$ cat src/hw/rtl/mec_pkg.sv
// ============================================================================
// mec_pkg - shared types and constants of the Mandelbrot escape counter
// Number format, widths, microcode control word and the microprogram ROM.
// ============================================================================
`timescale 1ns / 1ps
`default_nettype none

package mec_pkg;

    // Widths
    localparam int COORD_BITS = 12;
    localparam int FRAC_BITS  = 28;
    localparam int FIX_W      = FRAC_BITS + 4;
    localparam int PROD_W     = 2 * FIX_W;
    localparam int SQ_W       = FIX_W - 1;
    localparam int GRID_W     = 13;
    localparam int LIMIT_W    = 16;
    localparam int TOTAL_W    = 40;
    localparam int DIV_N_W    = COORD_BITS + 3;
    localparam int DIV_D_W    = GRID_W + 1;
    localparam int DIV_STEPS  = FRAC_BITS + 2;
    localparam int RATIO_W    = FRAC_BITS + 3;
    localparam int CNT_W      = $clog2(DIV_STEPS);
    localparam int UPC_W      = 4;
    localparam int APB_DATA_W = 32;
    localparam int APB_ADDR_W = 3;
    localparam int REG_IDX_LSB = 2;
    localparam int IN_DATA_W  = ((2 * COORD_BITS + 7) / 8) * 8;
    localparam int OUT_DATA_W = ((LIMIT_W + TOTAL_W + 7) / 8) * 8;

    // Coordinate scales: x ratio is px*7/(2*size), y ratio is py*2/size
    localparam int X_SCALE = 7;
    localparam int Y_SCALE = 2;

    // Fixed point constants
    localparam logic [FIX_W-1:0]        ONE_FX    = FIX_W'(1) << FRAC_BITS;
    localparam logic [FIX_W-1:0]        X_OFFSET  = FIX_W'(5) << (FRAC_BITS - 1);
    localparam logic signed [FIX_W-1:0] MAG_CAP   = FIX_W'(5) << FRAC_BITS;
    localparam logic [FIX_W-1:0]        ESC_LIMIT = FIX_W'(4) << FRAC_BITS;
    localparam logic [RATIO_W-1:0]      RATIO_CAP = RATIO_W'(4) << FRAC_BITS;
    localparam logic [TOTAL_W-1:0]      TOTAL_MAX = TOTAL_W'(2147483647);

    // Configuration registers
    localparam logic [GRID_W-1:0]  GRID_SIZE_RST  = GRID_W'(800);
    localparam logic [LIMIT_W-1:0] ITER_LIMIT_RST = LIMIT_W'(1000);
    localparam logic REG_GRID_SIZE  = 1'b0;
    localparam logic REG_ITER_LIMIT = 1'b1;

    typedef logic [UPC_W-1:0] upc_t;

    // Microprogram addresses
    localparam upc_t UA_FETCH    = UPC_W'(0);
    localparam upc_t UA_LOAD_X   = UPC_W'(1);
    localparam upc_t UA_DIV_X    = UPC_W'(2);
    localparam upc_t UA_LOAD_Y   = UPC_W'(3);
    localparam upc_t UA_DIV_Y    = UPC_W'(4);
    localparam upc_t UA_START    = UPC_W'(5);
    localparam upc_t UA_MUL      = UPC_W'(6);
    localparam upc_t UA_UPDATE   = UPC_W'(7);
    localparam upc_t UA_WAIT_OUT = UPC_W'(8);
    localparam upc_t UA_FINISH   = UPC_W'(9);

    typedef enum logic [2:0] {
        DP_NOP,
        DP_LATCH,
        DP_STORE_X0,
        DP_START,
        DP_MUL,
        DP_UPDATE,
        DP_FINISH
    } dp_op_t;

    typedef enum logic [1:0] {
        DIV_IDLE,
        DIV_LOAD_X,
        DIV_LOAD_Y,
        DIV_STEP
    } div_op_t;

    typedef enum logic [2:0] {
        COND_NEVER,
        COND_ALWAYS,
        COND_NO_INPUT,
        COND_CNT_NZ,
        COND_NO_ITER,
        COND_LOOP,
        COND_OUT_BUSY
    } cond_t;

    typedef struct packed {
        dp_op_t  dp_op;
        div_op_t div_op;
        logic    cnt_load;
        cond_t   cond;
        upc_t    target;
    } ctrl_t;

    typedef struct packed {
        logic out_busy;
        logic no_iter;
        logic loop_go;
    } dp_flags_t;

    typedef struct packed {
        logic      in_valid;
        dp_flags_t dp;
    } status_t;

    function automatic ctrl_t ucode(input upc_t addr);
        ctrl_t w;
        begin
            w.dp_op    = DP_NOP;
            w.div_op   = DIV_IDLE;
            w.cnt_load = 1'b0;
            w.cond     = COND_NEVER;
            w.target   = UA_FETCH;
            unique case (addr)
                UA_FETCH:
                begin
                    w.dp_op  = DP_LATCH;
                    w.cond   = COND_NO_INPUT;
                    w.target = UA_FETCH;
                end
                UA_LOAD_X:
                begin
                    w.div_op   = DIV_LOAD_X;
                    w.cnt_load = 1'b1;
                end
                UA_DIV_X:
                begin
                    w.div_op = DIV_STEP;
                    w.cond   = COND_CNT_NZ;
                    w.target = UA_DIV_X;
                end
                UA_LOAD_Y:
                begin
                    w.dp_op    = DP_STORE_X0;
                    w.div_op   = DIV_LOAD_Y;
                    w.cnt_load = 1'b1;
                end
                UA_DIV_Y:
                begin
                    w.div_op = DIV_STEP;
                    w.cond   = COND_CNT_NZ;
                    w.target = UA_DIV_Y;
                end
                UA_START:
                begin
                    w.dp_op  = DP_START;
                    w.cond   = COND_NO_ITER;
                    w.target = UA_WAIT_OUT;
                end
                UA_MUL:
                begin
                    w.dp_op = DP_MUL;
                end
                UA_UPDATE:
                begin
                    w.dp_op  = DP_UPDATE;
                    w.cond   = COND_LOOP;
                    w.target = UA_MUL;
                end
                UA_WAIT_OUT:
                begin
                    w.cond   = COND_OUT_BUSY;
                    w.target = UA_WAIT_OUT;
                end
                UA_FINISH:
                begin
                    w.dp_op  = DP_FINISH;
                    w.cond   = COND_ALWAYS;
                    w.target = UA_FETCH;
                end
                default:
                begin
                    w.cond   = COND_ALWAYS;
                    w.target = UA_FETCH;
                end
            endcase
            return w;
        end
    endfunction

endpackage

`default_nettype wire

$ cat src/hw/rtl/mec_sequencer.sv
// ============================================================================
// mec_sequencer - microprogram sequencer
// Step counter, control ROM, repeat counter and conditional jumps.
// ============================================================================
`timescale 1ns / 1ps
`default_nettype none

module mec_sequencer (
    input  wire logic             clk,
    input  wire logic             rst_n,
    input  wire mec_pkg::status_t status,
    output mec_pkg::ctrl_t        ctrl
);

    mec_pkg::upc_t               upc_reg;
    mec_pkg::upc_t               upc_next;
    logic [mec_pkg::CNT_W-1:0]   cnt_reg;
    logic [mec_pkg::CNT_W-1:0]   cnt_next;
    logic                        cnt_nz;
    logic                        jump;

    assign ctrl   = mec_pkg::ucode(upc_reg);
    assign cnt_nz = (cnt_reg != '0);

    always_comb
    begin
        case (ctrl.cond)
            mec_pkg::COND_NEVER:    jump = 1'b0;
            mec_pkg::COND_ALWAYS:   jump = 1'b1;
            mec_pkg::COND_NO_INPUT: jump = !status.in_valid;
            mec_pkg::COND_CNT_NZ:   jump = cnt_nz;
            mec_pkg::COND_NO_ITER:  jump = status.dp.no_iter;
            mec_pkg::COND_LOOP:     jump = status.dp.loop_go;
            mec_pkg::COND_OUT_BUSY: jump = status.dp.out_busy;
            default:                jump = 1'b0;
        endcase
    end

    always_comb
    begin
        upc_next = jump ? ctrl.target : upc_reg + mec_pkg::UPC_W'(1);
        cnt_next = cnt_reg;
        if (ctrl.cnt_load)
        begin
            cnt_next = mec_pkg::CNT_W'(mec_pkg::DIV_STEPS - 1);
        end
        else if ((ctrl.cond == mec_pkg::COND_CNT_NZ) && cnt_nz)
        begin
            cnt_next = cnt_reg - mec_pkg::CNT_W'(1);
        end
    end

    always_ff @(posedge clk or negedge rst_n)
    begin
        if (!rst_n)
        begin
            upc_reg <= mec_pkg::UA_FETCH;
            cnt_reg <= '0;
        end
        else
        begin
            upc_reg <= upc_next;
            cnt_reg <= cnt_next;
        end
    end

endmodule

`default_nettype wire

$ cat config.mk
export PLATFORM = sky130hd
export DESIGN_NAME = mec_sequencer
export DESIGN_NICKNAME = d
export VERILOG_FILES = /design/src/hw/rtl/mec_pkg.sv /design/src/hw/rtl/mec_sequencer.sv
export SDC_FILE = /design/constraint.sdc
export NUM_CORES = 1
export LEC_CHECK = 0
export ABC_AREA = 1
export BUFFER_PORTS_ARGS = -buffer_cell sky130_fd_sc_hd__buf_4
export CAP_MARGIN = 20
export CORE_MARGIN = 5
export CORE_UTILIZATION = 25
export DETAILED_ROUTE_END_ITERATION = 8
export PLACE_DENSITY_LB_ADDON = 0.08
export SETUP_SLACK_MARGIN = 0.4
export SLEW_MARGIN = 20
export SYNTH_ARGS = -nofsm -noshare
export SYNTH_HDL_FRONTEND = slang
export SYNTH_SLANG_ARGS = --single-unit
$ cat constraint.sdc
create_clock -name clk -period 2.4 [get_ports clk]
set_input_delay 0.12 -clock clk [delete_from_list [all_inputs] [get_ports clk]]
set_output_delay 0.12 -clock clk [all_outputs]
set_load 0.05 [all_outputs]
==> results.txt <==
Clock Tree Buf Depth - 2
CTS sink count - 9
Starting Density - 0.264
cell-by-cell trace of the critical path - ha_2 -> o21ai_1 -> nand3_2 -> nand2_4 -> buf_4
worst flop-to-flop path endpoint - upc_reg[1]
CP Capture Type - output pin
Routed wire per std cell - 11.4 um
Nets - 160
Largest register FFs - 5
gr usage total - 0.102
Slowest cell on crit path - dfrtp_2
largest net degree at the start of global routing - 10
Final period util - 0.782
CP arrival - 1760 ps
Placed Cells - 184
Setup CP Type - reg -> out
Max H-tree Level - 1
setup ws final - 523 ps
DR vias - 832
min Tclk post-route - 1880 ps
Mean Syn Cell Area - 6.60 um^2
met1 WL - 1080 um
IO Pins - 19
CP Launch Type - flop
most common cell after layout, fill and taps aside - nand2_1
Die H - 67.2 um
highest clock rate - 533 MHz
routed wl met3 - 140 um
Cell Count, Final, Fillers Out - 191
Mapped Cells - 124
Routed Wire Length - 2190 um
final setup skew - 7.90 ps
hpwl dp - 1750 um
TritonRoute pass-1 iters - 4
worst skew pair latency - 270 ps
First DRT Iteration DRCs - 31
DRC - 0
dpl ws - 341 ps
initial antenna violation count - 0
setup_tns - 0 ps
FF-to-FF setup slack - 530 ps
CP max FO - 5
Final Hold Viols - 0
CTS tree - done
RSZ-0062 raised after global routing - false
Hold Crit Class - in -> async
fin. max-slew vios - 0
first-pass GRT wire length - 3480 um
vias per inst - 4.36
Clock transition at path regs - 70 ps
Yosys reg bits - 9
CP required - 2280 ps
Final Setup Violations - 0
TritonCTS buffer count - 3
Synth Warn # - 0
max incr delay on CP - 460 ps
layout cell share with drive strength beyond 1 - 0.381
Crit path depth - 5
sequential-to-total area share from yosys stat - 0.275
Max-Cap Viols - 0
layout overhead on the synthesized area - 44.0%
Core Rows - 20
worst flop-to-flop path startpoint - upc_reg[0]
CORE AREA - 3100 um^2
Post-DRT Antenna Nets - 0
met2 WL - 938 um
CP delay by family, top - flip-flops
Critical path buffers and inverters - 1
library cells used by synthesis - 24
die area - 4520 um^2
die width - 67.2 um
top sig layer - met4
outcome - finished, final reports clean
RD Place Congestion - 0.790
syn_nets - 136
R2R depth - 11
ANT cells - 0
# port buffers - 17
Root Buffer - clkbuf_4
most frequent cells in the layout - 27 x nand2_1, 20 x buf_4, 17 x inv_1, 13 x nand3_1
vias in the first global route - 783
mapped cell area - 818 um^2
global route overflow - 0
## synth_stat cells (all sizes together)
library cell  number  area share
a21oi              2       0.017
buf                2       0.018
nand3b             1      0.0092
nand3             19        0.13
conb               1      0.0046
or2                1      0.0077
o31ai              2       0.024
nor3               1      0.0061
nand2             32        0.16
inv               22        0.10
o22ai              1      0.0077
dfrtp              9        0.28
nor2              14       0.070
ha                 6       0.092
nand4              4       0.031
o21ai              5       0.031
xor2               2       0.021
## worst max-delay path by stage
stage                       to  startpoint  slack (ps)
floorplan           upc_reg[1]  upc_reg[0]         410
global placement    upc_reg[1]  upc_reg[0]         310
detailed placement  upc_reg[1]  upc_reg[0]         340
CTS                 upc_reg[1]  upc_reg[1]         410
global route        upc_reg[1]  upc_reg[0]         390
finish                 ctrl[4]  upc_reg[0]         520
## what timing repair did
action | CTS | global route
endpoints found under the setup margin | 4 | 9
pin swaps | 0 | 4
setup buffers | 0 | 2
resized for setup | 1 | 25
endpoints found under the hold margin | 9 | 0
hold buffers | 1 | 0
## metrics by stage
step           hold WS (ps)  cell area, um^2  utilization
4_1_cts                 212             1070        0.346
3_5_place_dp          -47.7             1030        0.333
3_3_place_gp          -43.8             1030        0.333
2_1_floorplan          -176              858            -
5_1_grt                 228             1180        0.380
6_report                211             1180        0.380
## layer usage
| metal | global-route usage | vias up |
|---|---|---|
| li1 | - | 442 |
| met1 | 0.139 | 371 |
| met2 | 0.145 | 17 |
| met3 | 0.0433 | 2 |
| met4 | 0.0304 | 0 |
| met5 | 0 | - |
## cell families after synthesis
logic type | after synthesis | share of synthesized area
simple gates | 72 | 0.408
buf+inv | 24 | 0.119
compound gates | 10 | 0.0795
flops | 9 | 0.275
fa+ha+maj | 6 | 0.0917
xor+xnor | 2 | 0.0214
other cells | 1 | 0.00458
## cell type report
| type | instances | area, um^2 |
|---|---|---|
| Fill cell | 345 | 1920 |
| Sequential cell | 9 | 229 |
| Inverter | 22 | 86.3 |
| Clock buffer | 4 | 26.3 |
| Multi-Input combinational cell | 91 | 622 |
| Timing Repair Buffer | 21 | 160 |
| Tap cell | 44 | 55.1 |
Power is left out: the tool's default activity adds up to more than one toggle a clock period on the data nets, which glitch-free logic cannot reach.
