===== config.mk =====
export PLATFORM = sky130hd
export DESIGN_NAME = mec_divider
export DESIGN_NICKNAME = d
export VERILOG_FILES = /design/src/hw/rtl/mec_pkg.sv /design/src/hw/rtl/mec_divider.sv
export SDC_FILE = /design/constraint.sdc
export NUM_CORES = 1
export LEC_CHECK = 0
export BUFFER_PORTS_ARGS = -buffer_cell sky130_fd_sc_hd__buf_2
export CORE_MARGIN = 3
export CORE_UTILIZATION = 35
export CTS_CLUSTER_DIAMETER = 50
export DETAILED_ROUTE_END_ITERATION = 8
export GPL_ROUTABILITY_DRIVEN = 0
export PLACE_DENSITY = 0.63
export SLEW_MARGIN = 20
export SYNTH_ARGS = -nofsm -noshare
export SYNTH_HDL_FRONTEND = slang
export SYNTH_SLANG_ARGS = --single-unit

===== constraint.sdc =====
create_clock -name clk -period 4.9 [get_ports clk]
set_input_delay 0.49 -clock clk [delete_from_list [all_inputs] [get_ports clk]]
set_output_delay 0.49 -clock clk [all_outputs]
set_load 0.05 [all_outputs]

===== src/hw/rtl/mec_pkg.sv =====
// ============================================================================
// mec_pkg - shared types and constants of the Mandelbrot escape counter
// Number format, widths, microcode control word and the microprogram ROM.
// ============================================================================
`timescale 1ns / 1ps
`default_nettype none

package mec_pkg;

    // Widths
    localparam int COORD_BITS = 12;
    localparam int FRAC_BITS  = 28;
    localparam int FIX_W      = FRAC_BITS + 4;
    localparam int PROD_W     = 2 * FIX_W;
    localparam int SQ_W       = FIX_W - 1;
    localparam int GRID_W     = 13;
    localparam int LIMIT_W    = 16;
    localparam int TOTAL_W    = 40;
    localparam int DIV_N_W    = COORD_BITS + 3;
    localparam int DIV_D_W    = GRID_W + 1;
    localparam int DIV_STEPS  = FRAC_BITS + 2;
    localparam int RATIO_W    = FRAC_BITS + 3;
    localparam int CNT_W      = $clog2(DIV_STEPS);
    localparam int UPC_W      = 4;
    localparam int APB_DATA_W = 32;
    localparam int APB_ADDR_W = 3;
    localparam int REG_IDX_LSB = 2;
    localparam int IN_DATA_W  = ((2 * COORD_BITS + 7) / 8) * 8;
    localparam int OUT_DATA_W = ((LIMIT_W + TOTAL_W + 7) / 8) * 8;

    // Coordinate scales: x ratio is px*7/(2*size), y ratio is py*2/size
    localparam int X_SCALE = 7;
    localparam int Y_SCALE = 2;

    // Fixed point constants
    localparam logic [FIX_W-1:0]        ONE_FX    = FIX_W'(1) << FRAC_BITS;
    localparam logic [FIX_W-1:0]        X_OFFSET  = FIX_W'(5) << (FRAC_BITS - 1);
    localparam logic signed [FIX_W-1:0] MAG_CAP   = FIX_W'(5) << FRAC_BITS;
    localparam logic [FIX_W-1:0]        ESC_LIMIT = FIX_W'(4) << FRAC_BITS;
    localparam logic [RATIO_W-1:0]      RATIO_CAP = RATIO_W'(4) << FRAC_BITS;
    localparam logic [TOTAL_W-1:0]      TOTAL_MAX = TOTAL_W'(2147483647);

    // Configuration registers
    localparam logic [GRID_W-1:0]  GRID_SIZE_RST  = GRID_W'(800);
    localparam logic [LIMIT_W-1:0] ITER_LIMIT_RST = LIMIT_W'(1000);
    localparam logic REG_GRID_SIZE  = 1'b0;
    localparam logic REG_ITER_LIMIT = 1'b1;

    typedef logic [UPC_W-1:0] upc_t;

    // Microprogram addresses
    localparam upc_t UA_FETCH    = UPC_W'(0);
    localparam upc_t UA_LOAD_X   = UPC_W'(1);
    localparam upc_t UA_DIV_X    = UPC_W'(2);
    localparam upc_t UA_LOAD_Y   = UPC_W'(3);
    localparam upc_t UA_DIV_Y    = UPC_W'(4);
    localparam upc_t UA_START    = UPC_W'(5);
    localparam upc_t UA_MUL      = UPC_W'(6);
    localparam upc_t UA_UPDATE   = UPC_W'(7);
    localparam upc_t UA_WAIT_OUT = UPC_W'(8);
    localparam upc_t UA_FINISH   = UPC_W'(9);

    typedef enum logic [2:0] {
        DP_NOP,
        DP_LATCH,
        DP_STORE_X0,
        DP_START,
        DP_MUL,
        DP_UPDATE,
        DP_FINISH
    } dp_op_t;

    typedef enum logic [1:0] {
        DIV_IDLE,
        DIV_LOAD_X,
        DIV_LOAD_Y,
        DIV_STEP
    } div_op_t;

    typedef enum logic [2:0] {
        COND_NEVER,
        COND_ALWAYS,
        COND_NO_INPUT,
        COND_CNT_NZ,
        COND_NO_ITER,
        COND_LOOP,
        COND_OUT_BUSY
    } cond_t;

    typedef struct packed {
        dp_op_t  dp_op;
        div_op_t div_op;
        logic    cnt_load;
        cond_t   cond;
        upc_t    target;
    } ctrl_t;

    typedef struct packed {
        logic out_busy;
        logic no_iter;
        logic loop_go;
    } dp_flags_t;

    typedef struct packed {
        logic      in_valid;
        dp_flags_t dp;
    } status_t;

    function automatic ctrl_t ucode(input upc_t addr);
        ctrl_t w;
        begin
            w.dp_op    = DP_NOP;
            w.div_op   = DIV_IDLE;
            w.cnt_load = 1'b0;
            w.cond     = COND_NEVER;
            w.target   = UA_FETCH;
            unique case (addr)
                UA_FETCH:
                begin
                    w.dp_op  = DP_LATCH;
                    w.cond   = COND_NO_INPUT;
                    w.target = UA_FETCH;
                end
                UA_LOAD_X:
                begin
                    w.div_op   = DIV_LOAD_X;
                    w.cnt_load = 1'b1;
                end
                UA_DIV_X:
                begin
                    w.div_op = DIV_STEP;
                    w.cond   = COND_CNT_NZ;
                    w.target = UA_DIV_X;
                end
                UA_LOAD_Y:
                begin
                    w.dp_op    = DP_STORE_X0;
                    w.div_op   = DIV_LOAD_Y;
                    w.cnt_load = 1'b1;
                end
                UA_DIV_Y:
                begin
                    w.div_op = DIV_STEP;
                    w.cond   = COND_CNT_NZ;
                    w.target = UA_DIV_Y;
                end
                UA_START:
                begin
                    w.dp_op  = DP_START;
                    w.cond   = COND_NO_ITER;
                    w.target = UA_WAIT_OUT;
                end
                UA_MUL:
                begin
                    w.dp_op = DP_MUL;
                end
                UA_UPDATE:
                begin
                    w.dp_op  = DP_UPDATE;
                    w.cond   = COND_LOOP;
                    w.target = UA_MUL;
                end
                UA_WAIT_OUT:
                begin
                    w.cond   = COND_OUT_BUSY;
                    w.target = UA_WAIT_OUT;
                end
                UA_FINISH:
                begin
                    w.dp_op  = DP_FINISH;
                    w.cond   = COND_ALWAYS;
                    w.target = UA_FETCH;
                end
                default:
                begin
                    w.cond   = COND_ALWAYS;
                    w.target = UA_FETCH;
                end
            endcase
            return w;
        end
    endfunction

endpackage

`default_nettype wire


===== src/hw/rtl/mec_divider.sv =====
// ============================================================================
// mec_divider - coordinate ratio divider
// Restoring divider, one quotient bit per step, capped at 4.0.
// ============================================================================
`timescale 1ns / 1ps
`default_nettype none

module mec_divider (
    input  wire logic                            clk,
    input  wire mec_pkg::div_op_t                op,
    input  wire logic [mec_pkg::COORD_BITS-1:0]  px,
    input  wire logic [mec_pkg::COORD_BITS-1:0]  py,
    input  wire logic [mec_pkg::GRID_W-1:0]      grid_size,
    output logic [mec_pkg::RATIO_W-1:0]          ratio
);

    logic [mec_pkg::GRID_W-1:0]    size;
    logic [mec_pkg::DIV_N_W-1:0]   n_load;
    logic [mec_pkg::DIV_D_W-1:0]   d_load;
    logic [mec_pkg::DIV_D_W:0]     trial;
    logic                          fits;

    logic [mec_pkg::DIV_D_W-1:0]   r_reg;
    logic [mec_pkg::DIV_D_W-1:0]   r_next;
    logic [mec_pkg::DIV_D_W-1:0]   d_reg;
    logic [mec_pkg::DIV_D_W-1:0]   d_next;
    logic [1:0]                    nlo_reg;
    logic [1:0]                    nlo_next;
    logic [mec_pkg::DIV_STEPS-1:0] q_reg;
    logic [mec_pkg::DIV_STEPS-1:0] q_next;
    logic                          cap_reg;
    logic                          cap_next;

    always_comb
    begin
        size = (grid_size == '0) ? mec_pkg::GRID_W'(1) : grid_size;
        if (op == mec_pkg::DIV_LOAD_X)
        begin
            n_load = mec_pkg::DIV_N_W'(px) * mec_pkg::DIV_N_W'(mec_pkg::X_SCALE);
            d_load = {size, 1'b0};
        end
        else
        begin
            n_load = mec_pkg::DIV_N_W'(py) * mec_pkg::DIV_N_W'(mec_pkg::Y_SCALE);
            d_load = mec_pkg::DIV_D_W'(size);
        end
        trial = {r_reg, nlo_reg[1]};
        fits  = (trial >= (mec_pkg::DIV_D_W + 1)'(d_reg));
    end

    always_comb
    begin
        r_next   = r_reg;
        d_next   = d_reg;
        nlo_next = nlo_reg;
        q_next   = q_reg;
        cap_next = cap_reg;
        unique case (op) inside
            mec_pkg::DIV_LOAD_X, mec_pkg::DIV_LOAD_Y:
            begin
                r_next   = mec_pkg::DIV_D_W'(n_load >> 2);
                d_next   = d_load;
                nlo_next = n_load[1:0];
                q_next   = '0;
                cap_next = (32'(n_load) >= (32'(d_load) << 2));
            end
            mec_pkg::DIV_STEP:
            begin
                r_next   = fits ? mec_pkg::DIV_D_W'(trial - (mec_pkg::DIV_D_W + 1)'(d_reg))
                                : mec_pkg::DIV_D_W'(trial);
                nlo_next = {nlo_reg[0], 1'b0};
                q_next   = {q_reg[mec_pkg::DIV_STEPS-2:0], fits};
            end
            default:
            begin
                r_next = r_reg;
            end
        endcase
    end

    always_ff @(posedge clk)
    begin
        r_reg   <= r_next;
        d_reg   <= d_next;
        nlo_reg <= nlo_next;
        q_reg   <= q_next;
        cap_reg <= cap_next;
    end

    assign ratio = cap_reg ? mec_pkg::RATIO_CAP : mec_pkg::RATIO_W'(q_reg);

endmodule

`default_nettype wire


==> impl_metrics.toml, run 1 <==
[die]
initial_utilization_pct = 36.4
die_area_um2 = 15500
rows = 42
ios = 71
die_h_um = 124
die_x_um = 124
fp.coreArea_um2 = 13500

[sta]
drv_slew = 0
period_needed_ns = 3.62
slew_headroom_pct = 33.0
fin_ws_ns = 1.28
fin_skew_ns = 0.00851
fmax_mhz = 277
rsz0062_at_grt = "no"
tns_ns = 0
finalSetupViolations = 0
worst_slew_pin_slew_ns = 1.00
fin_crit_sh_pct = 73.8
hold_violations = 0

[grt]
grt_pass1_vias = 3895
grt_max_degree = 53
grt_usage_pct = 14.5
overflow = 0
antenna_found_initial = 0
grt_pass1_wl_mm = 18.7

[place]
dp_hpwl_mm = 8.40
pre_cts_ws_ns = 0.892
port_buffers = 70
dpl_cell_area_um2 = 5410

[clocking]
cts_buffer_depth = 2
tritoncts = "built"
clock_sinks = 61
hold_buffers = 0
cts.repair.resized = 0
h-tree-depth = 3
clk_pin_slew_ns = 0.05
numCtsBuffers = 9
clock_latency_ns = 0.33
post_cts_buffers = 0
cts-root-buf = "clkbuf_16"

[synthesis]
synth_flop_cell = "edfxtp_1"
syn_avg_cell_area_um2 = 10.2
ys_seq_elements = 61
netlist.top_cell.by_area = "edfxtp_1"
yosys-top-cells-area = "edfxtp_1, ha_1, fa_1, nor2b_1, and2_1"
synth_area_um2 = 4900
synth_top_area_share_pct = 37.4
ys.warnings.count = 0
syn_inst = 480
ys_async_sr_fraction_pct = 0
synth_commonest_cells = "edfxtp_1, ha_1, inv_1, nor2b_1, and2_1"
yosysMostFrequentCell = "edfxtp_1"
synth_cell_types = 61
synth_edf_count = 61
syn_nets = 577
ys_seq_area_share_pct = 37.4

[worst_setup_path]
cp_max_fo = 4
critPathKind = "input pin to register"
arrival_ns = 3.68
critPathBufInv = 2
crit_family = "adder cells"
critPathRequiredTime_ns = 4.97
end_kind = "register"
critPathLaunchType = "input pin"
path_cells = "buf_2 -> fa_1 -> ha_1 -> inv_1 -> fa_1 -> nor2b_1 -> o2111ai_1 -> a211oi_1 -> o21ai_0 -> a31o_1 -> ha_1 -> and3_1 -> o2111ai_1 -> a31o_2 -> nand3_1"
cpPeakStageDelay_ns = 0.54
crit_slowest_cell = "fa_1"

[power]
p_sw_uw = 766
power.share.switching_pct = 35.7
powerDensity_nw_per_um2 = 378
internal_power_mw = 1.38
seqPwrFrac_pct = 32.2
p_clk_share_pct = 28.1
irDropWorstVdd_v = 0.000186
pwr-share-comb_pct = 39.6
p_leak_nw = 2.50

[finish]
antennaDiodeCount = 0
area_growth_syn_to_layout_pct = 16.1
fillers = 1341
largest_reg_flops = 30
final_nets = 642
final_cell_area_um2 = 5690
multi_input_area_um2 = 2820
drive_gt1_share_pct = 17.9
area.sequential_um2 = 1830

[routing]
drtIter0Drc = 228
wl_per_cell_um = 14.9
drtAntennaViolNets = 0
dr.pass1.iters = 4
route.detailed.drc = 0
vias_per_cell = 5.23
vias = 3793
finalWirelength_mm = 10.8

[run_status]
outcome = "finished, final reports clean"

[hold_path]
hp-class = "input pin to register"

[job]
maxCapViolCount = 0
==> cell families (layout without fill, tap and decap cells) <==
| group | Yosys count | in the layout | share of synthesized area (%) |
|---|---|---|---|
| xor gates and xnor gates | 14 | 14 | 2.50 |
| adders and majority gates | 57 | 57 | 16.6 |
| and+or+nand+nor | 147 | 147 | 16.9 |
| muxes | 18 | 18 | 3.81 |
| AOI/OAI and AO/OA | 122 | 122 | 17.8 |
| DFF | 61 | 61 | 37.4 |
| buffers and inverters | 61 | 130 | 5.01 |
==> final cells by class <==
cell class	count	share of cell area [%]
repair buffers	74	6.69
clock inverters	5	0.902
flip-flops and latches	61	32.2
well taps	176	3.87
inverters	41	2.71
clock buffers	10	4.03
multi-input cells	358	49.6
==> final timing paths <==
check	from	slack, ns	endpoint	depth (start not counted)
worst max-delay path	px[0]	1.28	cap_reg	15
worst min-delay path	grid_size[3]	0.53	d_reg[3]	3
worst max register to register	r_reg[11]	1.99	r_reg[9]	7
worst min register to register	q_reg[16]	0.55	q_reg[17]	1
==> worst reg2reg max path, delay by kind of cell, from the launching register on <==
kind	cells	cell delay [ns]
AOI/OAI and AO/OA	3	1.54
DFF	1	0.40
and+or+nand+nor	3	0.41
adders and majority gates	1	0.37
==> power groups by stage <==
stage                     combinational [mW]  sequential [mW]  clock [mW]
after floorplan                        0.674            0.679           0
after global placement                 0.825            0.700           0
after detailed placement               0.840            0.704           0
after CTS                              0.846            0.695       0.616
after global routing                   0.949            0.702       0.642
final                                  0.851            0.692       0.604
==> through the flow <==
step | hold slack, ns | total power [mW] | utilization, % | instances
after floorplan | 0.500 | 1.35 | - | 480
after global placement | 0.516 | 1.53 | 40.2 | 710
after detailed placement | 0.536 | 1.54 | 40.2 | 710
after CTS | 0.514 | 2.16 | 42.3 | 725
after global routing | 0.534 | 2.29 | 42.3 | 725
final | 0.526 | 2.15 | 42.3 | 725
==> layout by cell type, fill, tap and decap left out, types with 3 or more instances in the layout <==
| master | n |
|---|---|
| buf_2 | 70 |
| edfxtp_1 | 61 |
| ha_1 | 44 |
| nor2b_1 | 40 |
| inv_1 | 40 |
| and2_1 | 32 |
| a21oi_1 | 25 |
| nor2_1 | 19 |
| o21ai_0 | 19 |
| nand2_1 | 17 |
| mux2i_1 | 13 |
| fa_1 | 13 |
| xnor2_1 | 12 |
| o21a_1 | 10 |
| a21o_1 | 10 |
| clkbuf_16 | 9 |
| nand3_1 | 8 |
| a31oi_1 | 8 |
| nor3_1 | 6 |
| nor4_1 | 6 |
| a211oi_1 | 5 |
| mux2_2 | 5 |
| o31ai_1 | 5 |
| nand2b_1 | 4 |
| and3_1 | 4 |
| buf_4 | 4 |
| clkinv_1 | 3 |
| o2111ai_1 | 3 |
| o21bai_1 | 3 |
| a311oi_1 | 3 |
| nor3b_1 | 3 |
| a31o_2 | 3 |
| o22a_1 | 3 |
==> routing by layer <==
layer  routed length [µm]  up-vias  GRT usage (%)
met4                  342        0           6.71
li1                     -     1879              -
met3                  549       24           3.09
met1                 4940     1783           19.1
met5                    0        -              0
met2                 4980      107           22.6
(Power assumes the default switching activity.)
==> run 2: changes to the inputs <==
==> constraint.sdc (replaced) <==
create_clock -name clk -period 3.73 [get_ports clk]
set_input_delay 0.373 -clock clk [delete_from_list [all_inputs] [get_ports clk]]
set_output_delay 0.373 -clock clk [all_outputs]
set_load 0.05 [all_outputs]
==> run 2 against run 1 <==
- utilization increased by 0.19 points
- via count is 0.21% lower
- wire length hardly changed
- worst setup slack got worse by 1.0 ns
- flip-flop and latch count stayed put
- sequential power increased by 31%
- power increased by 29%
- clock power up 20%
==> impl_metrics.toml, run 2 (synthesized netlist as in run 1, its figures left out) <==
[place]
dpl_cell_area_um2 = 5450
port_buffers = 70
dp_hpwl_mm = 8.40

[worst_setup_path]
cpPeakStageDelay_ns = 0.54
critPathBufInv = 2
end_kind = "register"
crit_family = "adder cells"
critPathLaunchType = "input pin"
cp_max_fo = 4
crit_slowest_cell = "fa_1"
path_cells = "buf_2 -> fa_1 -> ha_1 -> inv_1 -> fa_1 -> nor2b_1 -> o2111ai_1 -> a211oi_1 -> o21ai_0 -> a31o_1 -> ha_1 -> and3_1 -> o2111ai_1 -> a31o_2 -> nand3_1"
critPathRequiredTime_ns = 3.79
critPathKind = "input pin to register"
rrSetupSlack_ns = 1.06
arrival_ns = 3.53

[sta]
fin_skew_ns = 0.00705
slew_headroom_pct = 35.7
fin_crit_sh_pct = 92.9
worst_slew_pin_slew_ns = 0.964
hold_violations = 0
rsz0062_at_grt = "no"
period_needed_ns = 3.47
drv_slew = 0
finalSetupViolations = 0
fmax_mhz = 288

[finish]
final_common_cell = "buf_2"
largest_reg_flops = 30
final_nets = 648
drive_gt1_share_pct = 18.5
antennaDiodeCount = 0
mostFrequentLayoutCells = "buf_2, edfxtp_1, ha_1"
fin_util_pct = 42.5
final_cell_area_um2 = 5710
area_growth_syn_to_layout_pct = 16.6

[routing]
route.detailed.drc = 0
drtIter0Drc = 167
vias = 3785
vias_per_cell = 5.17
finalWirelength_mm = 10.8
dr.pass1.iters = 4
wl_per_cell_um = 14.8
drtAntennaViolNets = 0

[die]
fp.coreArea_um2 = 13500
initial_utilization_pct = 36.4
rows = 42
ios = 71
die_h_um = 124
die_x_um = 124
die_area_um2 = 15500

[power]
p_leak_nw = 2.51
irDropWorstVdd_v = 0.000213
powerDensity_nw_per_um2 = 484

[grt]
grt_max_degree = 53
grt_pass1_wl_mm = 18.2
overflow = 0
grt_usage_pct = 14.1
grt_pass1_vias = 3856
antenna_found_initial = 0

[run_status]
outcome = "finished, final reports clean"

[clocking]
clock_sinks = 61
cts-root-buf = "clkbuf_16"
numCtsBuffers = 9
cts.repair.resized = 0
cts_buffer_depth = 2
clock_latency_ns = 0.33
h-tree-depth = 3
clk_pin_slew_ns = 0.05
tritoncts = "built"
post_cts_buffers = 0
hold_buffers = 0

[hold_path]
hp-class = "input pin to register"

[job]
maxCapViolCount = 0
run 2: final timing paths:
| path | cells after the start | end | startpoint |
|---|---|---|---|
| hold reg to reg | 1 | q_reg[15] | q_reg[14] |
| hold / removal | 3 | d_reg[5] | grid_size[4] |
| setup reg to reg | 7 | r_reg[9] | r_reg[0] |
| setup / recovery | 15 | cap_reg | px[0] |
run 2: power by group:
group	total [mW]	internal, mW	switching [mW]
Combinational	1.13	0.462	0.671
Clock	0.722	0.443	0.279
Sequential	0.909	0.856	0.0535
Total	2.76	1.76	1.00
run 2: stage by stage:
stage	TNS, ns	hold WS, ns	worst slack [ns]	power [mW]	std cells
floorplan	0	0.500	0.345	1.78	480
global placement	0	0.514	0.0140	2.02	716
detailed placement	-0.0855	0.535	-0.0855	2.04	716
CTS	0	0.394	0.260	2.78	732
global route	0	0.435	0.0208	2.95	732
finish	0	0.410	0.263	2.76	732
run 2: tightest hold or removal path, delay by kind of cell:
kind | cells | cell delay (ns)
buffers and inverters | 2 | 0.16
multiplexers | 1 | 0.09
run 2: per-layer routing:
| metal | part of all wire, % | vias to the layer above | wire length (µm) | track usage, % |
|---|---|---|---|---|
| li1 | - | 1891 | - | - |
| met1 | 46 | 1790 | 5030 | 18.1 |
| met5 | 0 | - | 0 | 0 |
| met2 | 47 | 90 | 5130 | 23.8 |
| met3 | 4.3 | 14 | 460 | 2.70 |
| met4 | 1.8 | 0 | 200 | 4.84 |
run 2: area by class of cell:
type	count	area, µm²
clock inverter	5	27.5
tap	176	220
multi-input combinational	358	2820
inverter	41	154
timing repair buffer	80	425
fill	1363	7740
sequential	61	1830
clock buffer	11	233
